## config.mk

```make
export PLATFORM = sky130hd
export DESIGN_NAME = downmix_envelope_follower_unit
export DESIGN_NICKNAME = d
export VERILOG_FILES = /design/src/rtl/dmef_pkg.sv /design/src/rtl/dmef_front.sv /design/src/rtl/dmef_queue.sv /design/src/rtl/dmef_back.sv /design/src/rtl/downmix_envelope_follower_unit.sv
export VERILOG_INCLUDE_DIRS = /design/src /design/src/rtl
export SDC_FILE = /design/constraint.sdc
export NUM_CORES = 1
export LEC_CHECK = 0
export BUFFER_PORTS_ARGS = -buffer_cell sky130_fd_sc_hd__buf_4
export CAP_MARGIN = 20
export CELL_PAD_IN_SITES_DETAIL_PLACEMENT = 2
export CELL_PAD_IN_SITES_GLOBAL_PLACEMENT = 2
export CORE_MARGIN = 5
export CORE_UTILIZATION = 44
export CTS_CLUSTER_DIAMETER = 120
export DETAILED_ROUTE_END_ITERATION = 10
export GPL_TIMING_DRIVEN = 0
export PLACE_DENSITY = 0.85
export SYNTH_ARGS = -nofsm -noshare
export SYNTH_HDL_FRONTEND = slang
export SYNTH_HIERARCHICAL = 1
export SYNTH_SLANG_ARGS = --single-unit
```

## constraint.sdc

```tcl
create_clock -name clk -period 23.9 [get_ports clk]
set_clock_uncertainty 0.1 [all_clocks]
set_input_delay 0 -clock clk [delete_from_list [all_inputs] [get_ports clk]]
set_output_delay 0 -clock clk [all_outputs]
set_load 0.005 [all_outputs]
```

## src/rtl/downmix_envelope_follower_unit_macros.svh

```systemverilog
// Assertion macros used by the downmix envelope follower top level.
`ifndef DOWNMIX_ENVELOPE_FOLLOWER_UNIT_MACROS_SVH
`define DOWNMIX_ENVELOPE_FOLLOWER_UNIT_MACROS_SVH

// The condition must hold in the same cycle as the trigger.
`define DMEF_ASSERT_NOW(label, trig, cond) \
  label: assert property (@(posedge clk) disable iff (rst) (trig) |-> (cond)) \
    else $error("dmef assertion failed");

// The condition must hold in the cycle after the trigger.
`define DMEF_ASSERT_NEXT(label, trig, cond) \
  label: assert property (@(posedge clk) disable iff (rst) (trig) |=> (cond)) \
    else $error("dmef assertion failed");

`endif

```

## src/rtl/dmef_pkg.sv

```systemverilog
// Package with types, constants and tables of the downmix envelope follower.
package dmef_pkg;

  localparam int SAMPLE_BITS      = 16;
  localparam int MAX_CHANNELS_DEF = 8;
  localparam int CH_BITS          = 4;
  localparam int LEN_BITS         = 17;
  localparam int VOL_BITS         = 16;
  localparam int SERIAL_BITS      = 32;
  localparam int PHASE_BITS       = 4;
  localparam int STEP_BITS        = 4;
  localparam int RECIP_SHIFT      = 18;
  localparam int RECIP_BITS       = 19;
  localparam int CFG_INDEX_BITS   = 2;
  localparam int CFG_DATA_BITS    = 16;
  localparam int OUT_DATA_BITS    = 64;
  localparam int QUEUE_DEPTH      = 2;

  localparam logic [PHASE_BITS-1:0] PHASE_LAST = 4'd9;
  localparam logic [STEP_BITS-1:0]  STEP_LAST  = 4'd15;

  localparam logic [CFG_INDEX_BITS-1:0] REG_CHANNEL_COUNT    = 2'd0;
  localparam logic [CFG_INDEX_BITS-1:0] REG_WINDOW_FRAMES    = 2'd1;
  localparam logic [CFG_INDEX_BITS-1:0] REG_WINDOW_REMAINDER = 2'd2;

  localparam logic [CH_BITS-1:0]  CHANNEL_COUNT_RST    = 4'd2;
  localparam logic [15:0]         WINDOW_FRAMES_RST    = 16'd441;
  localparam logic [15:0]         WINDOW_REMAINDER_RST = 16'd0;

  typedef struct packed {
    logic [CH_BITS-1:0] channel_count;
    logic [15:0]        window_frames;
    logic [15:0]        window_remainder;
  } cfg_t;

  typedef struct packed {
    logic [SAMPLE_BITS-1:0] mixed;
    logic                   eof;
  } mix_item_t;

  // ceil(2^18 / c): exact floor division for magnitudes up to 2^15.
  function automatic logic [RECIP_BITS-1:0] recip(input logic [CH_BITS-1:0] c);
    logic [RECIP_BITS-1:0] r;
    case (c)
      4'd1:    r = 19'd262144;
      4'd2:    r = 19'd131072;
      4'd3:    r = 19'd87382;
      4'd4:    r = 19'd65536;
      4'd5:    r = 19'd52429;
      4'd6:    r = 19'd43691;
      4'd7:    r = 19'd37450;
      4'd8:    r = 19'd32768;
      default: r = 19'd262144;
    endcase
    return r;
  endfunction

endpackage

```

## src/rtl/dmef_front.sv

```systemverilog
// Front end: accepts frames and downmixes them one channel per cycle.
module dmef_front #(
  parameter int MAX_CHANNELS = dmef_pkg::MAX_CHANNELS_DEF
) (
  input  logic                                      clk,
  input  logic                                      rst,
  input  logic [dmef_pkg::CH_BITS-1:0]              channel_count,
  input  logic                                      s_tvalid,
  output logic                                      s_tready,
  input  logic [MAX_CHANNELS*dmef_pkg::SAMPLE_BITS-1:0] s_tdata,
  input  logic                                      s_tlast,
  output logic                                      push_valid,
  input  logic                                      push_ready,
  output dmef_pkg::mix_item_t                       push_item
);
  import dmef_pkg::*;

  localparam int IDX_BITS = (MAX_CHANNELS > 1) ? $clog2(MAX_CHANNELS) : 1;

  typedef enum logic [2:0] {
    F_IDLE = 3'b001,
    F_MIX  = 3'b010,
    F_PUSH = 3'b100
  } front_state_t;

  front_state_t                   state;
  logic [SAMPLE_BITS-1:0]         samples [MAX_CHANNELS];
  logic                           eof;
  logic [CH_BITS-1:0]             idx;
  logic signed [SAMPLE_BITS:0]    sum;
  logic [CH_BITS-1:0]             chan_eff;
  logic [SAMPLE_BITS-1:0]         cur;
  logic [SAMPLE_BITS-1:0]         mag;
  logic [SAMPLE_BITS+RECIP_BITS-1:0] prod;
  logic [SAMPLE_BITS-1:0]         quo;
  logic signed [SAMPLE_BITS:0]    term;

  always_comb begin
    if (channel_count == '0) begin
      chan_eff = CH_BITS'(1);
    end else if (channel_count > CH_BITS'(MAX_CHANNELS)) begin
      chan_eff = CH_BITS'(MAX_CHANNELS);
    end else begin
      chan_eff = channel_count;
    end
  end

  // Truncating division: divide the magnitude, then restore the sign.
  always_comb begin
    cur  = samples[idx[IDX_BITS-1:0]];
    mag  = cur[SAMPLE_BITS-1] ? (~cur + 1'b1) : cur;
    prod = (SAMPLE_BITS+RECIP_BITS)'(mag) * (SAMPLE_BITS+RECIP_BITS)'(recip(chan_eff));
    quo  = prod[RECIP_SHIFT+SAMPLE_BITS-1:RECIP_SHIFT];
    term = cur[SAMPLE_BITS-1] ? -$signed({1'b0, quo}) : $signed({1'b0, quo});
  end

  always_ff @(posedge clk) begin
    if (rst) begin
      state <= F_IDLE;
    end else begin
      case (state)
        F_IDLE: begin
          if (s_tvalid) begin
            for (int k = 0; k < MAX_CHANNELS; k++) begin
              samples[k] <= s_tdata[k*SAMPLE_BITS +: SAMPLE_BITS];
            end
            eof   <= s_tlast;
            sum   <= '0;
            idx   <= '0;
            state <= F_MIX;
          end
        end
        F_MIX: begin
          sum <= sum + term;
          idx <= idx + 1'b1;
          if (idx == chan_eff - 1'b1) begin
            state <= F_PUSH;
          end
        end
        F_PUSH: begin
          if (push_ready) begin
            state <= F_IDLE;
          end
        end
        default: state <= F_IDLE;
      endcase
    end
  end

  assign s_tready        = (state == F_IDLE);
  assign push_valid      = (state == F_PUSH);
  assign push_item.mixed = sum[SAMPLE_BITS-1:0];
  assign push_item.eof   = eof;

endmodule

```

## src/rtl/dmef_queue.sv

```systemverilog
// Short queue of downmixed frames between the front and back ends.
module dmef_queue (
  input  logic                clk,
  input  logic                rst,
  input  logic                push_valid,
  output logic                push_ready,
  input  dmef_pkg::mix_item_t push_item,
  output logic                pop_valid,
  input  logic                pop_ready,
  output dmef_pkg::mix_item_t pop_item
);
  import dmef_pkg::*;

  localparam int PTR_BITS = (QUEUE_DEPTH > 1) ? $clog2(QUEUE_DEPTH) : 1;

  mix_item_t           entries [QUEUE_DEPTH];
  logic [PTR_BITS-1:0] wr_ptr;
  logic [PTR_BITS-1:0] rd_ptr;
  logic [PTR_BITS:0]   count;
  logic                do_push;
  logic                do_pop;

  assign push_ready = (count != (PTR_BITS+1)'(QUEUE_DEPTH));
  assign pop_valid  = (count != '0);
  assign pop_item   = entries[rd_ptr];
  assign do_push    = push_valid && push_ready;
  assign do_pop     = pop_valid && pop_ready;

  always_ff @(posedge clk) begin
    if (do_push) begin
      entries[wr_ptr] <= push_item;
    end
  end

  always_ff @(posedge clk) begin
    if (rst) begin
      wr_ptr <= '0;
      rd_ptr <= '0;
      count  <= '0;
    end else begin
      if (do_push) begin
        wr_ptr <= (wr_ptr == PTR_BITS'(QUEUE_DEPTH-1)) ? '0 : wr_ptr + 1'b1;
      end
      if (do_pop) begin
        rd_ptr <= (rd_ptr == PTR_BITS'(QUEUE_DEPTH-1)) ? '0 : rd_ptr + 1'b1;
      end
      if (do_push && !do_pop) begin
        count <= count + 1'b1;
      end else if (do_pop && !do_push) begin
        count <= count - 1'b1;
      end
    end
  end

endmodule

```

## src/rtl/dmef_back.sv

```systemverilog
// Back end: envelope window bookkeeping with a bit-serial level divider.
module dmef_back (
  input  logic                                 clk,
  input  logic                                 rst,
  input  dmef_pkg::cfg_t                       cfg,
  input  logic                                 pop_valid,
  output logic                                 pop_ready,
  input  dmef_pkg::mix_item_t                  pop_item,
  output logic                                 m_tvalid,
  input  logic                                 m_tready,
  output logic [dmef_pkg::OUT_DATA_BITS-1:0]   m_tdata,
  output logic                                 m_tuser
);
  import dmef_pkg::*;

  typedef enum logic [2:0] {
    B_IDLE = 3'b001,
    B_DIV  = 3'b010,
    B_DONE = 3'b100
  } back_state_t;

  back_state_t             state;
  logic                    eof_seen;
  logic [LEN_BITS-1:0]     frames_in_window;
  logic [VOL_BITS-1:0]     volume_sum;
  logic [PHASE_BITS-1:0]   window_phase;
  logic [SERIAL_BITS-1:0]  window_serial;

  logic [SAMPLE_BITS-1:0]  cur_mixed;
  logic [LEN_BITS-1:0]     cur_len;
  logic [SAMPLE_BITS-1:0]  dividend;
  logic [LEN_BITS-1:0]     rem;
  logic [VOL_BITS-1:0]     quo;
  logic [STEP_BITS-1:0]    step;

  logic [LEN_BITS-1:0]     len_next;
  logic [LEN_BITS:0]       rem_sh;
  logic                    fits;
  logic [VOL_BITS-1:0]     level_q;
  logic [VOL_BITS-1:0]     vol_next;
  logic [LEN_BITS-1:0]     frames_next;
  logic                    window_done;
  logic [SERIAL_BITS-1:0]  number;
  logic                    out_free;

  always_comb begin
    len_next = {1'b0, cfg.window_frames};
    if (window_phase != '0) begin
      len_next = len_next + {1'b0, cfg.window_remainder};
    end
    rem_sh      = {rem, dividend[SAMPLE_BITS-1]};
    fits        = (rem_sh >= {1'b0, cur_len});
    level_q     = (cur_len == '0) ? '0 : quo;
    vol_next    = volume_sum + level_q;
    frames_next = frames_in_window + 1'b1;
    window_done = eof_seen || (frames_next == cur_len);
    number      = eof_seen ? (SERIAL_BITS'(0) - window_serial) : window_serial;
    out_free    = !m_tvalid || m_tready;
  end

  assign pop_ready = (state == B_IDLE);

  always_ff @(posedge clk) begin
    if (rst) begin
      state            <= B_IDLE;
      eof_seen         <= 1'b0;
      frames_in_window <= '0;
      volume_sum       <= '0;
      window_phase     <= '0;
      window_serial    <= '0;
      m_tvalid         <= 1'b0;
    end else begin
      if ((state == B_DONE) && out_free) begin
        m_tvalid <= 1'b1;
      end else if (m_tready) begin
        m_tvalid <= 1'b0;
      end
      case (state)
        B_IDLE: begin
          if (pop_valid) begin
            eof_seen  <= eof_seen | pop_item.eof;
            cur_mixed <= pop_item.mixed;
            cur_len   <= len_next;
            dividend  <= pop_item.mixed[SAMPLE_BITS-1] ? (~pop_item.mixed + 1'b1)
                                                       : pop_item.mixed;
            rem       <= '0;
            step      <= '0;
            state     <= B_DIV;
          end
        end
        B_DIV: begin
          // One restoring step per cycle; a zero length is masked at the end.
          rem      <= fits ? LEN_BITS'(rem_sh - {1'b0, cur_len}) : rem_sh[LEN_BITS-1:0];
          quo      <= {quo[VOL_BITS-2:0], fits};
          dividend <= {dividend[SAMPLE_BITS-2:0], 1'b0};
          step     <= step + 1'b1;
          if (step == STEP_LAST) begin
            state <= B_DONE;
          end
        end
        B_DONE: begin
          if (out_free) begin
            m_tdata[SAMPLE_BITS-1:0] <= cur_mixed;
            if (window_done) begin
              m_tuser          <= 1'b1;
              m_tdata[47:16]   <= number;
              m_tdata[63:48]   <= vol_next;
              window_serial    <= window_serial + 1'b1;
              window_phase     <= (window_phase == PHASE_LAST) ? '0 : window_phase + 1'b1;
              volume_sum       <= '0;
              frames_in_window <= '0;
            end else begin
              m_tuser          <= 1'b0;
              m_tdata[47:16]   <= '0;
              m_tdata[63:48]   <= '0;
              volume_sum       <= vol_next;
              frames_in_window <= frames_next;
            end
            state <= B_IDLE;
          end
        end
        default: state <= B_IDLE;
      endcase
    end
  end

endmodule

```

## src/rtl/downmix_envelope_follower_unit.sv

```systemverilog
// Top level of the downmix envelope follower: config registers and wiring.
//
//   Channel   Direction  Handshake           Payload
//   s_*       in         s_tvalid/s_tready   s_tdata samples, s_tlast end of stream
//   m_*       out        m_tvalid/m_tready   m_tdata mix/number/volume, m_tuser window flag
//   cfg_*     in         cfg_we              cfg_index, cfg_data
//
// The front end mixes a frame channel by channel and takes no new frame until it has
// pushed the last; the back end runs each frame through the bit-serial level divider,
// which sets the sustained frame rate, and takes no new frame until the last result is
// registered. Reset is synchronous; there is no clearing pass. A two-entry queue lets the
// front keep mixing while the back end or the output stalls, and the output register lets
// the back end take in and divide a frame while the previous result waits.
`include "downmix_envelope_follower_unit_macros.svh"

module downmix_envelope_follower_unit #(
  parameter int MAX_CHANNELS = dmef_pkg::MAX_CHANNELS_DEF
) (
  input  logic                                          clk,
  input  logic                                          rst,
  input  logic                                          s_tvalid,
  output logic                                          s_tready,
  // sample_0 .. sample_N-1, 16 bits each, from the lowest bit up
  input  logic [MAX_CHANNELS*dmef_pkg::SAMPLE_BITS-1:0] s_tdata,
  input  logic                                          s_tlast,
  output logic                                          m_tvalid,
  input  logic                                          m_tready,
  // mixed_sample [15:0], window_number [47:16], window_volume [63:48]
  output logic [dmef_pkg::OUT_DATA_BITS-1:0]            m_tdata,
  // window_valid [0]
  output logic                                          m_tuser,
  input  logic                                          cfg_we,
  input  logic [dmef_pkg::CFG_INDEX_BITS-1:0]           cfg_index,
  input  logic [dmef_pkg::CFG_DATA_BITS-1:0]            cfg_data
);
  import dmef_pkg::*;

  cfg_t      cfg;
  logic      push_valid;
  logic      push_ready;
  mix_item_t push_item;
  logic      pop_valid;
  logic      pop_ready;
  mix_item_t pop_item;

  always_ff @(posedge clk) begin
    if (rst) begin
      cfg.channel_count    <= CHANNEL_COUNT_RST;
      cfg.window_frames    <= WINDOW_FRAMES_RST;
      cfg.window_remainder <= WINDOW_REMAINDER_RST;
    end else if (cfg_we) begin
      case (cfg_index)
        REG_CHANNEL_COUNT:    cfg.channel_count    <= cfg_data[CH_BITS-1:0];
        REG_WINDOW_FRAMES:    cfg.window_frames    <= cfg_data;
        REG_WINDOW_REMAINDER: cfg.window_remainder <= cfg_data;
        default: ;
      endcase
    end
  end

  dmef_front #(
    .MAX_CHANNELS(MAX_CHANNELS)
  ) u_front (
    .clk          (clk),
    .rst          (rst),
    .channel_count(cfg.channel_count),
    .s_tvalid     (s_tvalid),
    .s_tready     (s_tready),
    .s_tdata      (s_tdata),
    .s_tlast      (s_tlast),
    .push_valid   (push_valid),
    .push_ready   (push_ready),
    .push_item    (push_item)
  );

  dmef_queue u_queue (
    .clk       (clk),
    .rst       (rst),
    .push_valid(push_valid),
    .push_ready(push_ready),
    .push_item (push_item),
    .pop_valid (pop_valid),
    .pop_ready (pop_ready),
    .pop_item  (pop_item)
  );

  dmef_back u_back (
    .clk      (clk),
    .rst      (rst),
    .cfg      (cfg),
    .pop_valid(pop_valid),
    .pop_ready(pop_ready),
    .pop_item (pop_item),
    .m_tvalid (m_tvalid),
    .m_tready (m_tready),
    .m_tdata  (m_tdata),
    .m_tuser  (m_tuser)
  );

  // A frame transfer keeps the front busy for at least the next cycle.
  `DMEF_ASSERT_NEXT(a_front_busy, s_tvalid && s_tready, !s_tready)
  // Results without a finished window carry no window number or volume.
  `DMEF_ASSERT_NOW(a_no_window_zero, m_tvalid && !m_tuser, m_tdata[63:16] == '0)
  // A mixed frame waiting for queue space is held unchanged.
  `DMEF_ASSERT_NEXT(a_push_hold, push_valid && !push_ready, push_valid && $stable(push_item))

endmodule
```

==> results.md, run 1 <==
- Number of synthesized flops with an enable pin: approximately 330
- Port Buffer Count: ~220
- Dpl hpwl: approximately 91000 µm
- Clock sink count: between 400 and 500
- Tot GR Track Use: between 70% and 80%
- Root buf cell: clkbuf_16
- Io pins: roughly 220
- Post-CTS resize count: 0
- Syn avg cell area: 10.4 µm²
- H-tree depth: 2
- Yosys cell types: about 110
- Hold_buf cts: 203
- Post-Synthesis Cells: 3149
- Post-Synth Simple-Gate Area: 15.9%
- Sequential-to-total area share from yosys stat: a little under two fifths
- Clk buf depth: 3
- Number of antenna violations at the first check in global routing: 65
- Yosys warnings: 6
- Largest family of logic cells by synthesized area: adder cells
- Post-synthesis register bit count: roughly 460
- Run status: aborted with a tool error
- Remaining global-route overflow: 47
- Multiplexer share of the synthesized area: 5.44%
- Largest net degree at the start of global routing: 40
- Final RePlAce weighted congestion: roughly 0.94
- Dominant synthesized flop cell: edfxtp_1
- Syn_nets: about 3700
- Setup Buffers After CTS: 0
- Mapped Area: roughly 33000 µm²
- First Err: [ERROR GRT-0232] Routing congestion too high. Check the congestion heatmap in the GUI.
- Failed at: 5_1_grt
- Ys async rst share: 0%
- TritonCTS Buffers: 52
- XOR/XNOR Fraction of Synth Area: about 5%
- Adder-Cell Fraction of Synth Area: a little over a fifth
- Die width: roughly 280 µm
- Die H: between 200 and 300 µm
- Initial Util: 44.2%
- Compound-Gate Fraction of Synth Area: approximately 8.3%
- Row count: 100
-- layer usage --
| layer | GRT overflow | GRT usage (%) |
|---|---|---|
| met1 | 0 | 69.1 |
| met2 | 19 | 86.1 |
| met3 | 1 | 59.8 |
| met5 | 0 | 42.3 |
| met4 | 27 | 67.5 |
-- synthesized netlist by cell type, types with 9 or more instances --
library cell  number  area (µm²)
inv_1            362        1360
edfxtp_1         334       10000
nand2_1          306        1150
nor2_1           298        1120
fa_1             238        4760
ha_1             180        2250
a21oi_1          122         611
dfxtp_1          121        2420
o21ai_0          120         601
xnor2_1          107         937
clkbuf_1          89         334
xor2_1            80         701
mux2i_1           75         751
nand2b_1          67         419
nand3_1           50         250
nor3_1            43         215
nor2b_1           35         219
and2_1            31         194
or3_1             31         194
a21o_1            29         218
mux4_2            26         586
nand4_1           23         144
nor4_1            23         144
mux2_2            21         236
and3_1            19         119
o31ai_1           19         143
nand3b_1          17         128
o21a_1            16         120
a211oi_1          15         113
buf_2             15        75.1
nor3b_1           15         113
a31oi_1           14        87.6
o211ai_1          14         105
or2_2             14        87.6
nor4_2            12         150
buf_1              9        33.8
o21bai_1           9        67.6
-- per-stage QoR --
stage | worst slack [ns] | hold slack (ns) | cells | util [%] | cell area [µm²]
after floorplan | 12.96 | -0.0309 | 3149 | - | 32800
after global placement | 10.45 | 0.0786 | 4336 | 48.1 | 35700
after detailed placement | 9.71 | 0.0793 | 4347 | 48.4 | 35900
after CTS | 9.38 | 0.00133 | 4647 | 53.6 | 39800
-- kinds of logic after synthesis --
family / Yosys count
adders and majority gates: 418
DFF: 455
muxes: 132
xor gates and xnor gates: 189
and+or+nand+nor: 1037
AOI/OAI and AO/OA: 429
buffers and inverters: 489
==> run 2: changes to the inputs <==
--- a/config.mk
+++ b/config.mk
@@ -8,14 +8,11 @@
 export LEC_CHECK = 0
 export BUFFER_PORTS_ARGS = -buffer_cell sky130_fd_sc_hd__buf_4
 export CAP_MARGIN = 20
-export CELL_PAD_IN_SITES_DETAIL_PLACEMENT = 2
-export CELL_PAD_IN_SITES_GLOBAL_PLACEMENT = 2
 export CORE_MARGIN = 5
-export CORE_UTILIZATION = 44
-export CTS_CLUSTER_DIAMETER = 120
+export CORE_UTILIZATION = 40
 export DETAILED_ROUTE_END_ITERATION = 10
 export GPL_TIMING_DRIVEN = 0
-export PLACE_DENSITY = 0.85
+export PLACE_DENSITY_LB_ADDON = 0.15
 export SYNTH_ARGS = -nofsm -noshare
 export SYNTH_HDL_FRONTEND = slang
 export SYNTH_HIERARCHICAL = 1
==> results.md, run 2 <==
- Tot GR Track Use: slightly above 20%
- Dpl hpwl: slightly below 70000 µm
- FMAX: 74.1 MHz
- Yosys warnings: 6
- Mapped Area: between 30000 and 40000 µm²
- Compound-Gate Fraction of Synth Area: approximately 8.3%
- Filler cell count: 7542
- Startpoint types: flip-flop
- Multi-input gate area in the final layout: ~18000 µm²
- Post-Synth Simple-Gate Area: 15.9%
- Post-synthesis register bit count: approximately 460
- Syn_nets: about 3700
- Top delay family on crit path: adder cells
- Worst Slack Setup Final: 10.41 ns
- Adder-Cell Fraction of Synth Area: around a fifth
- Core area: between 80000 and 90000 µm²
- Most frequent cells in the layout: inv_1, edfxtp_1, nand2_1, nor2_1, fa_1
- Run status: complete, no violations
- Slowest CP cell: xor2_1
- Critical Path End: u_front/sum[14]
- Hold crit path type: primary input to flip-flop
- Met2 Resource Use GR: roughly 36%
- Number of synthesized flops with an enable pin: between 300 and 400
- Multiplexer share of the synthesized area: 5.44%
- Leading area contributor after synthesis: edfxtp_1
- Nets: roughly 4200
- Crit path time final: 13.49 ns
- Kind of critical path: flip-flop to flip-flop
- Final RePlAce weighted congestion: 0.942
- Slew HR: about 29%
- Unrepaired setup endpoints after global routing: no
- Worst path required time: around 24 ns
- P_leak: 16.6 nW
- Later-pin clock latency in the skew report: approximately 0.60 ns
- Final setup TNS: 0 ns
- H-tree depth: 2
- Dominant synthesized flop cell: edfxtp_1
- Top Registers: u_front/samples: 128 flops, u_back/m_tdata: 64 flops, cfg: 36 flops
- Sequential-to-total area share from yosys stat: approximately 38%
- Initial Util: around two fifths
- Post-CTS resize count: 0
- Max VDD drop: roughly 0.075 mV
- Pre-CTS WS: between 10 and 15 ns
- Met3 Usage GRT: 3.08%
- Pwr dens: approximately 80 nW/µm²
- R2r worst-path depth: 42
- Layout cells sized above 1: 12.5%
- Syn avg cell area: roughly 10 µm²
- DRC: 0
- Least-Margin Pin Slew: between 1 and 1.5 ns
- Yosys cell types: 106
- XOR/XNOR Fraction of Synth Area: under 10%
- Number of buffers and inverters on the critical path: 5
- Crit-path max FO: 10
- Most instantiated cells after synthesis: inv_1, edfxtp_1, nand2_1, nor2_1, fa_1
- Largest family of logic cells by synthesized area: adder cells
- Crit end category: flip-flop
- Final number of setup-violating endpoints: 0
- Flip-flop count of the largest register after layout: approximately 130
- Number of global-route vias before repair: ~25000
- Area Growth Syn to Fin: 21.8%
- WL/cell: ~19 µm
- Post-Synthesis Cells: 3149
- CP Depth: 42
- Row count: approximately 110
- Port Buffer Count: roughly 220
- Starting DRT DRC Count: about 1300
- Reg clk slew, reported paths: ~0.060 ns
- Ys async rst share: 0%
- Area of all sequential standard cells: ~12000 µm²
- Biggest register: u_front/samples
- Die area: about 90000 µm²
- Reg2Reg Capture Point: u_front/sum[14]
- Top cells by area, synth: edfxtp_1, fa_1, dfxtp_1, ha_1, inv_1
- Die width: around 300 µm
- Slew Viols, Final: 0
- Pre-antenna DRT Iters: 5
- Io pins: 219
- Number of antenna violations at the first check in global routing: 2
- Via/cell ratio: around 5.1
- TritonCTS Buffers: 52
- Yosys top cell area share: a little under a third
- Clk buf depth: 3
- Final Power: ~3.2 mW
- Drt total wl: about 90000 µm
- Layer with the highest usage: met2
- Final hold violations: 0
- Final Cycle Share: between 50% and 60%
- Global Route met1 Usage: 27.5%
- Max-cap violations: 0
- Arrival time of the worst setup path: roughly 14 ns
- Commonest non-fill, non-tap cell in the layout: inv_1
- Clock sink count: 455
- Max incr delay on CP: just over 0.8 ns
- Remaining global-route overflow: 0
- Total number of vias: approximately 24000
- Root buf cell: clkbuf_16
- Routed Antenna Nets: 0
- Largest net degree at the start of global routing: 35
- CP dominant cell by count: fa_1
- CTS tree: yes
- First-pass GRT wire length: about 140000 µm
- Cell with the most instances after synthesis: inv_1
- Die H: ~300 µm
- R2R Setup Slk: 10.41 ns
## run 2: per-stage QoR
| step | hold slack (ns) | std cells | utilization (%) | instance area, µm² |
|---|---|---|---|---|
| 2_1_floorplan | -0.0309 | 3149 | - | 32800 |
| 3_3_place_gp | 0.0789 | 4437 | 43.8 | 35800 |
| 3_5_place_dp | 0.0795 | 4450 | 44.1 | 36100 |
| 4_1_cts | 0.00243 | 4756 | 48.9 | 39900 |
| 5_1_grt | 0.0304 | 4759 | 48.9 | 40000 |
| 6_report | 0.0462 | 4759 | 48.9 | 40000 |
## run 2: cell type report
type | instances | share of cell area, %
clock buffers | 67 | 3.50
clock inverters | 29 | 0.952
diodes | 2 | 0.0125
multi-input cells | 2205 | 46.2
well taps | 1070 | 3.35
repair buffers | 442 | 9.94
inverters | 363 | 3.41
flip-flops and latches | 455 | 31.2
plain buffers | 126 | 1.43
## run 2: kinds of logic after synthesis
logic type	count (synthesis)
xor+xnor	189
buf+inv	489
flops	455
simple gates	1037
fa+ha+maj	418
compound gates	429
mux	132
## run 2: how the worst min path moves through the flow
stage | from | endpoint | depth (start not counted)
5_1_grt | s_tdata[83] | u_front/samples[5][3] | 2
3_3_place_gp | s_tdata[16] | u_front/samples[1][0] | 1
2_1_floorplan | rst | u_front/state[1] | 1
3_5_place_dp | s_tdata[104] | u_front/samples[6][8] | 1
6_report | s_tdata[83] | u_front/samples[5][3] | 2
4_1_cts | s_tdata[100] | u_front/samples[6][4] | 2
## run 2: layer usage
layer	vias up	wire, µm
li1	11773	-
met1	11695	40300
met2	596	43300
met3	131	4040
met4	0	2250
met5	-	0
## run 2: what timing repair did
action / CTS / global route
hold endpoints to repair: 192 / 1
hold buffers: 210 / 1
buffers inserted: 0 / 0
## run 2: power breakdown
group	total, mW	switching [mW]	internal, mW	leakage [nW]
combinational	1.43	0.852	0.576	11.7
clock	0.830	0.329	0.500	0.858
sequential	0.944	0.0313	0.912	4.07
No activity file was read; power rests on OpenSTA's default activity.
